===== config.mk =====
export PLATFORM = sky130hd
export DESIGN_NAME = c8x_bcd
export DESIGN_NICKNAME = d
export VERILOG_FILES = /design/src/sv/c8x_bcd.sv
export SDC_FILE = /design/constraint.sdc
export NUM_CORES = 1
export LEC_CHECK = 0
export BUFFER_PORTS_ARGS = -buffer_cell sky130_fd_sc_hd__buf_2
export CAP_MARGIN = 20
export CORE_UTILIZATION = 50
export DETAILED_ROUTE_END_ITERATION = 8
export GPL_TIMING_DRIVEN = 0
export PLACE_DENSITY = 0.85
export SYNTH_ARGS = -nofsm -noshare
export SYNTH_HDL_FRONTEND = slang
export SYNTH_SLANG_ARGS = --single-unit
export TNS_END_PERCENT = 50

===== constraint.sdc =====
create_clock -name clk -period 2.9 [get_ports clk]
set_input_delay 0.145 -clock clk [delete_from_list [all_inputs] [get_ports clk]]
set_output_delay 0.145 -clock clk [all_outputs]
set_load 0.02 [all_outputs]

===== src/sv/c8x_bcd.sv =====
module c8x_bcd (
  input  logic       clk,
  input  logic       rst_n,
  input  logic       start,
  input  logic [7:0] value,
  output logic       done,
  output logic [3:0] hundreds,
  output logic [3:0] tens,
  output logic [3:0] ones
);
  logic [7:0] rem_r, rem_nxt;
  logic [3:0] h_r, h_nxt, t_r, t_nxt;
  logic [1:0] ph_r, ph_nxt;
  logic       busy_r, busy_nxt;

  always_comb begin
    rem_nxt = rem_r; h_nxt = h_r; t_nxt = t_r; ph_nxt = ph_r; busy_nxt = busy_r;
    if (start) begin
      rem_nxt = value; h_nxt = '0; t_nxt = '0; ph_nxt = 2'd0; busy_nxt = 1'b1;
    end else if (busy_r) begin
      if (ph_r == 2'd0) begin
        if (rem_r >= 8'd100) begin
          rem_nxt = rem_r - 8'd100; h_nxt = h_r + 4'd1;
        end else begin
          ph_nxt = 2'd1;
        end
      end else if (rem_r >= 8'd10) begin
        rem_nxt = rem_r - 8'd10; t_nxt = t_r + 4'd1;
      end else begin
        busy_nxt = 1'b0;
      end
    end
  end

  always_ff @(posedge clk) begin
    if (!rst_n) begin
      busy_r <= 1'b0;
      ph_r   <= 2'd0;
    end else begin
      busy_r <= busy_nxt;
      ph_r   <= ph_nxt;
    end
    rem_r <= rem_nxt;
    h_r   <= h_nxt;
    t_r   <= t_nxt;
  end

  assign done     = busy_r && ph_r == 2'd1 && rem_r < 8'd10;
  assign hundreds = h_r;
  assign tens     = t_r;
  assign ones     = rem_r[3:0];
endmodule


==> results.md <==
- Outcome: completed
- Vias in the first global route: 932
- Count of unique library cells instantiated by Yosys: 42
- Yosys reg bits: 18
- Ant diodes: 0
- Worst slew margin: 0.672
- Tightest Pin Transition: 0.492 ns
- Post-Synthesis Cells: 118
- RSZ-0062 raised after global routing: no
- Core Util, Final: 0.609
- Top FF cell, synth: dfxtp_1
- Setup TNS Final: 0 ns
- Crit end category: flop
- Fin. Hold Viols: 0
- Max Clock Skew: 0.00169 ns
- Final net count: 163
- Main combinational cell family by area after synthesis: compound AO/OA/AOI/OAI gates
- Gr usage total: 0.207
- DRT Wirelength: 2.30 mm
- 1st-pass router iterations: 4
- WL/cell: 13.4 um
- Placement-stage cell area: 1300 sq um
- Hold path cells: 1
- Avg Inst Size Synth: 9.78 sq um
- Hpwl dp: 1.76 mm
- Post-CTS sizing: 0
- Worst path cell trace: inv_1 -> ha_1 -> a2111oi_4 -> a21oi_4 -> or3_1
- Die X: 50.0 um
- Initial antenna violation count: 0
- CTS Hold Bufs: 0
- Clock sinks: 18
- Die area: 2500 sq um
- # H-tree levels: 1
- Ports: 24
- Core area: 2190 sq um
- First-pass GRT wire length: 3.85 mm
- CTS tree: done
- Synth Area in Compound Gates: 0.190
- Buf/Inv on CP: 1
- Routability Congestion: 0.804
- Largest delay share family, worst path: compound AO/OA/AOI/OAI gates
- Iter 0 DRT Violations: 20
- EDFF count, synth: 8
- CP Max Fanout: 6
- Count of pins over their slew limit: 0
- Overall die height: 50.0 um
- Mux share of post-synthesis cell area: 0.0488
- Crit path launch type: flop
- Most frequent cells in the layout: 23 x buf_2, 12 x nor2_1, 10 x dfxtp_1, 9 x nand2_1, 8 x edfxtp_1
- Async S/R FF share, synth: 0
- Reg clk slew, reported paths: 0.10 ns
- Post-route insts no fill: 172
- Crit share post-route: 0.799
- WP data required: 2.92 ns
- # DRC: 0
- Row count: 17
- Cell Area, Synth: 1150 sq um
- Post-synth net total: 136
- CP max-delay cell: a2111oi_4
- Total CTS buffers: 3
- Placed cell count: 168
- Cell count along the critical path: 5
- Yosys top cell by area: edfxtp_1
- Adder-cell share of the synthesized area: 0.0759
- Cell count of the worst reg-to-reg path: 5
- Min Clock Period, post-route: 2.32 ns
- Post-route cell area: 1340 sq um
- Starting density of the core: 0.527
- Most common cell after layout, fill and taps aside: buf_2
- Postcts setup bufs: 0
- Sequential area share after synthesis: 0.382
- Post-Synth XOR/XNOR Area: 0.0456
- Bufs on Longest Clock Path: 2
- Vias/cell: 5.51
- VDD IR max: 0.374 mV
- Setup violations, final: 0
- YS warnings: 0
- Share of cells above drive strength 1: 0.299
- ANT nets after route: 0
- Maxcap violations: 0
- Hold Slack: 0.0452 ns
- Clk root buf: clkbuf_4
- Top cell type's share of synthesized area: 0.208
- Gr ovfl total: 0
- Leak: 0.581 nW
- Via count: 947
- Hold Crit Class: in2reg
- PwrDens: 477 nW/um^2
- Dominant cells by area after synthesis: edfxtp_1 21%, dfxtp_1 17%, ha_1 7.6%
- Buffers on Ports: 22
- CP peak stage delay: 0.55 ns
- Simple-Gate Fraction of Synth Area: 0.185
- Clk_lat worst skew: 0.30 ns
- Pin count of the biggest net entering global routing: 11
- CP arrival: 2.34 ns
- P&R area growth vs syn: 15.7%
- Critical path class: reg2reg
- Fmax: 0.431 GHz
==> flip-flops by register name (all words and copies together), names as in the netlist <==
signal and count:
busy_r 1, hundreds 4, ph_r 1, rem_r 8
tens 4
==> stage by stage <==
step	power (mW)	worst slack, ns
global route	0.675	0.490
CTS	0.644	0.580
floorplan	0.444	0.828
global placement	0.476	0.628
detailed placement	0.486	0.595
finish	0.636	0.582
==> worst register-to-register path, delay by kind of cell, from the launching register on <==
family                   cells  cell delay (ns)
AND/OR/NAND/NOR              1             0.51
flip-flops                   1             0.46
adder cells (fa/ha/maj)      1             0.26
buffers and inverters        1             0.12
AO/OA/AOI/OAI                2             0.69
==> synth_stat cells, types with 2 or more instances <==
library cell / instances
a21oi_1: 4
a31oi_1: 2
buf_4: 4
clkbuf_1: 4
dfxtp_1: 10
edfxtp_1: 8
ha_1: 7
inv_1: 6
mux2i_1: 3
nand2_1: 9
nor2_1: 12
nor2b_1: 5
nor3b_1: 2
o211ai_1: 2
o21ai_0: 7
or2_2: 2
or3_1: 2
xnor2_1: 4
xor2_1: 2
==> cell type report <==
| cell class | count | area [sq um] |
|---|---|---|
| inverters | 6 | 22.5 |
| fillers | 207 | 856 |
| flip-flops and latches | 18 | 440 |
| well taps | 28 | 35.0 |
| plain buffers | 10 | 61.3 |
| repair buffers | 22 | 110 |
| clock buffers | 4 | 36.3 |
| multi-input cells | 84 | 629 |
==> power by group <==
part / switching (mW) / internal (mW) / total [mW]
registers: 0.0350 / 0.291 / 0.326
logic: 0.0829 / 0.0718 / 0.155
clock network: 0.0792 / 0.0767 / 0.156
total: 0.197 / 0.439 / 0.636
==> routing by layer <==
metal | GRT usage | part of all wire | vias to the layer above
met4 | 0.157 | 0.036 | 0
met3 | 0.0401 | 0.063 | 9
li1 | - | - | 464
met2 | 0.338 | 0.47 | 40
met5 | 0 | 0 | -
met1 | 0.235 | 0.43 | 434
==> path summary, 6_finish.rpt <==
path / from / endpoint / slack (ns)
max reg2reg: rem_r[2]$_DFFE_PP_ / rem_r[3]$_DFFE_PP_ / 0.58
min reg2reg: hundreds[1]$_SDFFE_PP0P_ / hundreds[1]$_SDFFE_PP0P_ / 0.56
max: rem_r[2]$_DFFE_PP_ / rem_r[3]$_DFFE_PP_ / 0.58
min: start / rem_r[0]$_DFFE_PP_ / 0.05
==> logic make-up (layout without fill, tap and decap cells) <==
family | count (synthesis) | count (layout)
xor+xnor | 6 | 6
flops | 18 | 18
compound gates | 27 | 27
fa+ha+maj | 7 | 7
mux | 5 | 5
simple gates | 39 | 39
buf+inv | 16 | 42
Power figures use the tool's default switching activity.
